### src/rtl/bnia_pkg.sv
package bnia_pkg;

  // newton iteration count and fixed-point constants
  localparam int          NEWTON_STEPS = 6;
  localparam int          STEP_W       = $clog2(NEWTON_STEPS);
  localparam logic [31:0] Y_INIT       = 32'h3000_0000;
  localparam logic [31:0] Y_ONE        = 32'h4000_0000;
  localparam logic [33:0] THREE_Q30    = 34'h0_C000_0000;

  // configuration register indexes
  localparam logic [1:0] CFG_EPSILON       = 2'd0;
  localparam logic [1:0] CFG_CHANNEL_COUNT = 2'd1;
  localparam logic [1:0] CFG_PLANE_SIZE    = 2'd2;

  // item and result codes
  localparam logic       OPC_LOAD    = 1'b0;
  localparam logic       OPC_SAMPLE  = 1'b1;
  localparam logic       KIND_LOAD   = 1'b0;
  localparam logic       KIND_SAMPLE = 1'b1;
  localparam logic [1:0] ST_OK       = 2'd0;
  localparam logic [1:0] ST_SAT      = 2'd1;
  localparam logic [1:0] ST_ZERO     = 2'd2;

  typedef enum logic [4:0] {
    S_IDLE, S_NORM, S_YY, S_MY2, S_D, S_YD, S_UPDY, S_MAG, S_GAIN, S_ZGAIN,
    S_OFFMUL, S_OFFQ, S_OFFSAT, S_LDONE, S_SMUL, S_SACC, S_SABS, S_SDONE
  } state_t;

  typedef enum logic [4:0] {
    OP_NONE, OP_LOAD_IN, OP_SAMPLE_IN, OP_NORM, OP_YY, OP_MY2, OP_D, OP_YD,
    OP_UPDY, OP_MAG, OP_GAIN, OP_ZGAIN, OP_OFFMUL, OP_OFFQ, OP_OFFSAT,
    OP_LOAD_OUT, OP_SMUL, OP_SACC, OP_SABS, OP_SAMPLE_OUT
  } op_t;

  typedef struct packed {
    op_t op;
  } dp_cmd_t;

  typedef struct packed {
    logic s_zero;
    logic norm_done;
    logic out_free;
  } dp_status_t;

endpackage

### src/rtl/bnia_ctrl.sv
module bnia_ctrl import bnia_pkg::*; (
  input  logic       clk,
  input  logic       rst,
  input  logic       in_valid,
  input  logic       in_opcode,
  output logic       in_ready,
  input  dp_status_t stat,
  output dp_cmd_t    cmd
);

  state_t              state, state_next;
  logic [STEP_W-1:0]   step, step_next;

  // state and newton step registers
  always_ff @(posedge clk) begin
    if (rst) begin
      state <= S_IDLE;
      step  <= '0;
    end else begin
      state <= state_next;
      step  <= step_next;
    end
  end

  // next state and datapath commands
  always_comb begin
    state_next = state;
    step_next  = step;
    cmd.op     = OP_NONE;
    in_ready   = 1'b0;
    unique case (state)
      S_IDLE: begin
        in_ready  = 1'b1;
        step_next = '0;
        if (in_valid) begin
          if (in_opcode == OPC_SAMPLE) begin
            cmd.op     = OP_SAMPLE_IN;
            state_next = S_SMUL;
          end else begin
            cmd.op     = OP_LOAD_IN;
            state_next = S_NORM;
          end
        end
      end
      S_NORM: begin
        if (stat.s_zero) begin
          state_next = S_ZGAIN;
        end else if (stat.norm_done) begin
          state_next = S_YY;
        end else begin
          cmd.op = OP_NORM;
        end
      end
      S_YY: begin
        cmd.op     = OP_YY;
        state_next = S_MY2;
      end
      S_MY2: begin
        cmd.op     = OP_MY2;
        state_next = S_D;
      end
      S_D: begin
        cmd.op     = OP_D;
        state_next = S_YD;
      end
      S_YD: begin
        cmd.op     = OP_YD;
        state_next = S_UPDY;
      end
      S_UPDY: begin
        cmd.op = OP_UPDY;
        if (step == STEP_W'(NEWTON_STEPS - 1)) begin
          state_next = S_MAG;
        end else begin
          step_next  = step + 1'b1;
          state_next = S_YY;
        end
      end
      S_MAG: begin
        cmd.op     = OP_MAG;
        state_next = S_GAIN;
      end
      S_GAIN: begin
        cmd.op     = OP_GAIN;
        state_next = S_OFFMUL;
      end
      S_ZGAIN: begin
        cmd.op     = OP_ZGAIN;
        state_next = S_OFFMUL;
      end
      S_OFFMUL: begin
        cmd.op     = OP_OFFMUL;
        state_next = S_OFFQ;
      end
      S_OFFQ: begin
        cmd.op     = OP_OFFQ;
        state_next = S_OFFSAT;
      end
      S_OFFSAT: begin
        cmd.op     = OP_OFFSAT;
        state_next = S_LDONE;
      end
      S_LDONE: begin
        if (stat.out_free) begin
          cmd.op     = OP_LOAD_OUT;
          state_next = S_IDLE;
        end
      end
      S_SMUL: begin
        cmd.op     = OP_SMUL;
        state_next = S_SACC;
      end
      S_SACC: begin
        cmd.op     = OP_SACC;
        state_next = S_SABS;
      end
      S_SABS: begin
        cmd.op     = OP_SABS;
        state_next = S_SDONE;
      end
      S_SDONE: begin
        if (stat.out_free) begin
          cmd.op     = OP_SAMPLE_OUT;
          state_next = S_IDLE;
        end
      end
      default: state_next = S_IDLE;
    endcase
  end

  // accepted transfer always starts work
  a_accept_leaves_idle: assert property (@(posedge clk) disable iff (rst)
    in_valid && in_ready |=> state != S_IDLE)
    else $error("accepted item did not start work");

  // gain magnitude only after the last newton step
  a_mag_after_newton: assert property (@(posedge clk) disable iff (rst)
    state == S_MAG |-> $past(state) == S_UPDY && $past(step) == STEP_W'(NEWTON_STEPS - 1))
    else $error("gain computed before newton finished");

  // zero root never enters the newton loop
  a_zero_skips_newton: assert property (@(posedge clk) disable iff (rst)
    state == S_NORM && stat.s_zero |=> state == S_ZGAIN)
    else $error("zero variance entered newton loop");

endmodule

### config.mk
export PLATFORM = sky130hd
export DESIGN_NAME = bnia_ctrl
export DESIGN_NICKNAME = d
export VERILOG_FILES = /design/src/rtl/bnia_pkg.sv /design/src/rtl/bnia_ctrl.sv
export SDC_FILE = /design/constraint.sdc
export NUM_CORES = 1
export LEC_CHECK = 0
export BUFFER_PORTS_ARGS = -buffer_cell sky130_fd_sc_hd__buf_4
export CAP_MARGIN = 20
export CORE_MARGIN = 2
export CORE_UTILIZATION = 55
export CTS_CLUSTER_DIAMETER = 30
export DETAILED_ROUTE_END_ITERATION = 10
export PLACE_DENSITY = 0.89
export SYNTH_ARGS = -nofsm -noshare
export SYNTH_HDL_FRONTEND = slang
export SYNTH_SLANG_ARGS = --single-unit
### constraint.sdc
create_clock -name clk -period 2.3 [get_ports clk]
set_input_delay 0.23 -clock clk [delete_from_list [all_inputs] [get_ports clk]]
set_output_delay 0.23 -clock clk [all_outputs]
set_load 0.005 [all_outputs]
==> results of run 1 <==
==> layout by cell type, fill, tap and decap left out, drive strengths merged <==
master	n
buf	14
inv	4
nor2	12
a21o	2
nor2b	5
o22a	1
o31ai	2
clkbuf	3
nand2	12
o32ai	1
o211ai	1
a211oi	1
nor3	2
a2bb2oi	1
xor2	1
nor3b	1
a31oi	4
nor4b	1
nand3	6
a32o	1
or2	2
nand4b	1
nand2b	2
a211o	1
or3b	1
and3	1
a222oi	1
nand3b	2
a21oi	9
nor4	1
ha	2
dfxtp	8
a221oi	1
o21ai	9
==> power breakdown <==
| part | internal (mW) | total, mW | switching, mW |
|---|---|---|---|
| clock | 0.0599 | 0.111 | 0.0508 |
| combinational | 0.257 | 0.548 | 0.291 |
| sequential | 0.171 | 0.273 | 0.103 |
==> cell families after synthesis <==
group	after synthesis	synth area share [%]
adders and majority gates	2	3.37
xor gates and xnor gates	1	1.18
AOI/OAI and AO/OA	35	31.5
buffers and inverters	12	7.25
DFF	8	21.6
and+or+nand+nor	49	35.1
==> state kept, by name, summed over array words and instances (netlist names) <==
name   cells
step       3
state      5
==> worst max-delay path, cell delays in order (launching register included) <==
cell and delay [ns]:
dfxtp_1 0.70, nor4_1 0.15, nand2b_1 0.21, inv_2 0.09
nand2_1 0.07, nor2_1 0.04, a211o_1 0.26, buf_4 0.13
==> metal layers <==
layer  vias up  wire length, um  global-route usage [%]
li1        411                -                       -
met1       377              779                    38.1
met2        49              899                    40.9
met3         6              162                    10.3
met4         0               19                    2.50
met5         -                0                       0
==> timing repair <==
action | 4_1_cts | 5_1_grt
setup buffers | 0 | 0
endpoints found under the setup margin | 0 | 1
resized for setup | 0 | 1
==> worst max-delay path by stage <==
stage / from / slack, ns / end
2_1_floorplan: state[0] / 0.82 / cmd[0]
3_3_place_gp: state[3] / 0.45 / cmd[0]
3_5_place_dp: state[3] / 0.37 / cmd[0]
4_1_cts: state[3] / 0.09 / cmd[0]
5_1_grt: state[1] / 0.01 / cmd[0]
6_report: state[1] / 0.17 / cmd[0]
==> metrics by stage <==
stage	area (um2)	total power [mW]	util (%)	instances	hold slack (ns)
after global routing	851	1.02	66.2	131	0.192
after floorplan	742	0.641	-	107	0.299
after CTS	850	0.929	66.1	131	0.189
after global placement	827	0.797	64.4	128	0.446
final	851	0.932	66.2	131	0.193
after detailed placement	827	0.817	64.4	128	0.454
==> cell type report <==
cell class	count	share of cell area [%]
well taps	15	2.21
multi-input cells	87	62.1
clock buffers	3	2.65
flip-flops and latches	8	19.0
inverters	4	1.76
repair buffers	14	12.4
==> results_dict.tcl, run 1 <==
set metrics [dict create \
    path_class "register to output port" \
    ys_seq_area_share_pct 21.6 \
    layout-drive-gt1-share_pct 23.3 \
    yosysWarningCount 0 \
    chipWidth_um 40.7 \
    slew_violations 0 \
    cp.arrival_ns 1.90 \
    synth_top_area_cell "dfxtp_1" \
    synth_commonest_cells "nand2_1, a21oi_1, nor2_1, dfxtp_1, nand3_1" \
    final_hold_viol_count 0 \
    synth.distinct_cells 39 \
    synth-edff-count 0 \
    cts_root_buffer "clkbuf_4" \
    start_util_pct 57.7 \
    netlist_top_cells_area "dfxtp_1, a21oi_1, nand2_1, nor2_1, nor2b_1" \
    postCtsHoldBufs 0 \
    synth-seq-cells 8 \
    start_kind "register" \
    netlist_area_um2 742 \
    ios 13 \
    die-area_um2 1660 \
    hold_class "input pin to register" \
    maxCapViolCount 0 \
    clock_path_buffers 2 \
    grt_usage_pct 27.3 \
    drc 0 \
    htreeDepth 1 \
    drtPass1Iterations 4 \
    clk_latency_ns 0.26 \
    grt-ovfl-total 0 \
    rr_worst_depth 5 \
    critPathRequiredTime_ns 2.07 \
    diodes 0 \
    grt_pass1_wl_mm 3.03 \
    final-setup-viol-count 0 \
    grt_start_max_net_pins 22 \
    ant_nets 0 \
    cts_tree "done" \
    crit_fanout 16 \
    seq_area_um2 161 \
    via_per_inst 6.44 \
    fin_nets 127 \
    area_delta_synth_final_pct 14.7 \
    die_h_um 40.7 \
    status "finished clean" \
    multi_input_area_um2 528 \
    hp-start "rst" \
    first_global_vias 670 \
    ys_async_sr_fraction_pct 0 \
    netlist_instances 107 \
    rsz0062_at_grt "false" \
    skew_ns 0.00345 \
    wire_per_inst_um 14.2 \
    rows 13 \
    avgSynthCellArea_um2 6.93 \
    cts_made_buffers 3 \
    period_minus_slack_ns 2.13 \
    wirelength_mm 1.86 \
    slew_headroom_pct 59.7 \
    power_density_nw_per_um2 1100 \
    min_path_cells 2 \
    whs_endpoint "step[1]" \
    synth_top_area_share_pct 21.6 \
    ys.flop_type "dfxtp_1" \
    clk_pin_slew_worst_paths_ns 0.06 \
    via_count 843 \
    end_kind "output port" \
    fill_cells 118 \
    grt_antenna_before_repair 0 \
    peakVddDrop_mv 0.626 \
    gp_congestion 0.943 \
    fin_crit_sh_pct 92.8 \
    clock_sinks 8 \
    worstMarginPinSlew_ns 0.604 \
    portBuffers 12 \
    yosysMostFrequentCell "nand2_1" \
    rr_endpoint "state[2]" \
    timing.final.ws_setup_ns 0.166 \
    first_iter_violations 45 \
    post-place-ws_ns 0.373 \
    fin_tns_setup_ns 0 \
    place_hpwl_mm 1.36 \
    core_um2 1280 \
    fmax_mhz 469 \
    reg2reg_slack_ns 0.51 \
    r2r-start "state[4]" \
    syn-num-nets 116 \
    leakage_nw 0.336 \
]
No activity file was read; power rests on OpenSTA's default activity.
==> inputs of run 2 (changes only) <==
--- a/config.mk
+++ b/config.mk
@@ -6,12 +6,11 @@
 export NUM_CORES = 1
 export LEC_CHECK = 0
 export BUFFER_PORTS_ARGS = -buffer_cell sky130_fd_sc_hd__buf_4
-export CAP_MARGIN = 20
 export CORE_MARGIN = 2
-export CORE_UTILIZATION = 55
+export CORE_UTILIZATION = 31
 export CTS_CLUSTER_DIAMETER = 30
 export DETAILED_ROUTE_END_ITERATION = 10
-export PLACE_DENSITY = 0.89
+export PLACE_DENSITY = 0.59
 export SYNTH_ARGS = -nofsm -noshare
 export SYNTH_HDL_FRONTEND = slang
 export SYNTH_SLANG_ARGS = --single-unit
==> results_dict.tcl, run 2 (synthesis results as in run 1) <==
set metrics [dict create \
    fin_nets 128 \
    wirelength_mm 1.96 \
    start_kind "register" \
    end_kind "output port" \
    layout-drive-gt1-share_pct 23.1 \
    grt_antenna_before_repair 0 \
    power_density_nw_per_um2 1090 \
    drtPass1Iterations 6 \
    cts_setup_buffers 0 \
    postCtsHoldBufs 0 \
    die-area_um2 2800 \
    min_path_cells 2 \
    largest_reg_flops 5 \
    htreeDepth 1 \
    core_um2 2230 \
    clk_pin_slew_worst_paths_ns 0.06 \
    leakage_nw 0.341 \
    cts_resized 0 \
    grt_start_max_net_pins 18 \
    critPathRequiredTime_ns 2.07 \
    rr_worst_depth 6 \
    seq_area_um2 160 \
    largest-register "state" \
    multi_input_area_um2 528 \
    worstMarginPinSlew_ns 0.585 \
    fin_tns_setup_ns 0 \
    clock_sinks 8 \
    place_hpwl_mm 1.44 \
    layout_commonest_cell "buf_4" \
    clk_latency_ns 0.26 \
    layout_common_cells "buf_4, nand2_1, nor2_1, a21oi_1, dfxtp_1" \
    grt-ovfl-total 0 \
    drc 0 \
    met3_usage_pct 4.80 \
    use_met1_pct 21.9 \
    wire_per_inst_um 13.5 \
    final_hold_viol_count 0 \
    status "finished clean" \
    fin_area_um2 873 \
    skew_ns 0.00343 \
    grt_pass1_wl_mm 3.28 \
    peakVddDrop_mv 0.744 \
    crit_fanout 16 \
    reg_top3 "state (5), step (3)" \
    via_count 833 \
    gp_congestion 0.807 \
    slew_headroom_pct 60.9 \
    portBuffers 12 \
    met2_usage_pct 23.3 \
    chipWidth_um 52.9 \
    clock_path_buffers 2 \
    ant_nets 0 \
    area_delta_synth_final_pct 17.7 \
    p_total_mw 0.954 \
    whs_endpoint "step[0]" \
    cp.arrival_ns 1.86 \
    die_h_um 52.9 \
    rr_endpoint "state[0]" \
    grt_usage_pct 15.7 \
    via_per_inst 5.74 \
    maxCapViolCount 0 \
    first_global_vias 772 \
    hold_class "input pin to register" \
    slew_violations 0 \
    final-setup-viol-count 0 \
    path_class "register to output port" \
    first_iter_violations 18 \
    start_util_pct 33.2 \
    cts_tree "done" \
    top_usage_layer "met2" \
    ios 13 \
    fmax_mhz 480 \
    r2r-start "state[3]" \
    rows 17 \
    cts_made_buffers 3 \
    cts_root_buffer "clkbuf_4" \
    place_area_um2 851 \
    reg2reg_slack_ns 0.45 \
    rsz0062_at_grt "false" \
    hp-start "rst" \
    fill_cells 251 \
    final_core_util_pct 39.1 \
    fin_crit_sh_pct 90.7 \
    diodes 0 \
    period_minus_slack_ns 2.09 \
    hold_ws_ns 0.186 \
]
==> run 2: worst max-delay path, cell delays in order, from the launching register on <==
cell,delay [ns]
dfxtp_1,0.69
nor4_1,0.14
nand2b_1,0.19
inv_2,0.08
nand2_1,0.07
nor2_1,0.04
a211o_1,0.25
buf_4,0.13
==> run 2: worst max path at each step <==
stage               startpoint  cells past startpoint  slack, ns  endpoint
floorplan             state[0]                      7       0.82    cmd[0]
global placement      state[3]                      6       0.49  state[0]
detailed placement    state[3]                      6       0.49  state[0]
CTS                   state[1]                      7       0.23    cmd[0]
global route          state[1]                      7       0.09    cmd[0]
finish                state[1]                      7       0.21    cmd[0]
==> run 2: routing by layer <==
metal / share of wire [%] / wire, um
met2: 46 / 895
met1: 49 / 955
met4: 0.61 / 12
met3: 4.7 / 91
met5: 0 / 0
==> run 2: stage by stage <==
step,instances,setup slack (ns)
6_report,145,0.215
5_1_grt,145,0.0945
4_1_cts,145,0.229
3_5_place_dp,142,0.488
3_3_place_gp,142,0.494
2_1_floorplan,107,0.816
==> run 2: area by class of cell <==
class                           instances  share of cell area [%]
Clock buffer                            3                    2.58
Tap cell                               28                    4.01
Sequential cell                         8                    18.3
Inverter                                4                    1.72
Multi-Input combinational cell         87                    60.5
Timing Repair Buffer                   15                    12.9
==> run 2: where the power goes <==
part           internal (mW)  total, mW  switching, mW
combinational          0.267      0.568          0.301
sequential             0.169      0.273          0.105
clock                 0.0601      0.113         0.0532
==> inputs of run 3 (changes only) <==
==> constraint.sdc (replaced) <==
create_clock -name clk -period 2.3 [get_ports clk]
set_input_delay 0.23 -clock clk [delete_from_list [all_inputs] [get_ports clk]]
set_output_delay 0.23 -clock clk [all_outputs]
set_load 0.01 [all_outputs]
==> results_dict.tcl, run 3 (synthesis results as in run 1) <==
set metrics [dict create \
    via_per_inst 5.55 \
    seq_area_um2 160 \
    critPathBufInv 2 \
    final-setup-viol-count 0 \
    power_density_nw_per_um2 1080 \
    grt_start_max_net_pins 17 \
    gp_congestion 0.877 \
    status "finished clean" \
    layout_common_cells "buf_4, nand2_1, nor2_1, a21oi_1, dfxtp_1" \
    fin_tns_setup_ns 0 \
    worstMarginPinSlew_ns 0.584 \
    die-area_um2 2800 \
    area_delta_synth_final_pct 18.7 \
    layout-drive-gt1-share_pct 23.7 \
    wire_per_inst_um 12.8 \
    crit_chain "nor4_1, nand2b_1, inv_2, nand2_1, nor2_1, a211o_1, buf_4" \
    reg_top3 "state (5), step (3)" \
    start_util_pct 33.2 \
    peakVddDrop_mv 0.605 \
    period_minus_slack_ns 2.08 \
    fmax_mhz 481 \
    cts_made_buffers 3 \
    fin_nets 129 \
    end_kind "output port" \
    clk_latency_ns 0.25 \
    slowest_stage "dfxtp_1" \
    wirelength_mm 1.88 \
    rsz0062_at_grt "false" \
    first_global_vias 664 \
    ios 13 \
    clk_pin_slew_worst_paths_ns 0.05 \
    postCtsHoldBufs 0 \
    start_kind "register" \
    cp.arrival_ns 1.85 \
    maxCapViolCount 0 \
    drc 0 \
    largest_reg_flops 5 \
    final_core_util_pct 39.4 \
    largest-register "state" \
    cts_tree "done" \
    clock_sinks 8 \
    cp_slowest_stage_delay_ns 0.68 \
    crit_fanout 16 \
    dpl.cell_count 143 \
    path_class "register to output port" \
    first_iter_violations 27 \
    instances_no_fill 146 \
    die_h_um 52.9 \
    via_count 810 \
    chipWidth_um 52.9 \
    hold_ws_ns 0.201 \
    cts_setup_buffers 0 \
    htreeDepth 1 \
    grt-ovfl-total 0 \
    grt_antenna_before_repair 0 \
    leakage_nw 0.347 \
    fin_crit_sh_pct 90.4 \
    multi_input_area_um2 528 \
    final_hold_viol_count 0 \
    clock_path_buffers 2 \
    portBuffers 12 \
    slew_headroom_pct 61.0 \
    diodes 0 \
    critPathRequiredTime_ns 2.07 \
    grt_usage_pct 14.7 \
    ant_nets 0 \
    skew_ns 0.00121 \
    drtPass1Iterations 4 \
    slew_violations 0 \
    cts_resized 0 \
    layout_commonest_cell "buf_4" \
    cp_top_family "flip-flops" \
    core_um2 2230 \
    cts_root_buffer "clkbuf_4" \
    hold_class "input pin to register" \
    rows 17 \
    place_hpwl_mm 1.44 \
    grt_pass1_wl_mm 3.03 \
    fill_cells 244 \
]
run 3: final timing paths:
path	cells after the start	start	slack [ns]	endpoint
min	2	rst	0.20	step[0]
min reg2reg	2	step[0]	0.50	step[0]
max reg2reg	6	state[3]	0.52	state[0]
max	7	state[1]	0.22	cmd[0]
run 3: per-layer routing:
metal,share of wire (%),track usage (%),vias up,routed length [um]
li1,-,-,409,-
met1,44,19.8,366,819
met2,46,23.8,35,860
met3,11,5.37,0,197
met4,0,0,0,0
met5,0,0,-,0
run 3: final cells by class:
type | count | share of cell area [%]
clock buffers | 3 | 2.56
inverters | 4 | 1.70
multi-input cells | 87 | 59.9
flip-flops and latches | 8 | 18.2
well taps | 28 | 3.98
repair buffers | 16 | 13.6
run 3: stage by stage:
stage	power, mW	cell area (um2)	setup WS [ns]
6_report	0.955	881	0.221
5_1_grt	1.05	881	0.0525
4_1_cts	0.961	881	0.212
3_5_place_dp	0.854	858	0.494
3_3_place_gp	0.856	858	0.530
2_1_floorplan	0.665	742	0.764
run 3: where the power goes:
group	switching, mW	total, mW	internal [mW]
registers	0.0777	0.247	0.169
clock network	0.0427	0.102	0.0594
logic	0.337	0.607	0.269
total	0.458	0.955	0.497
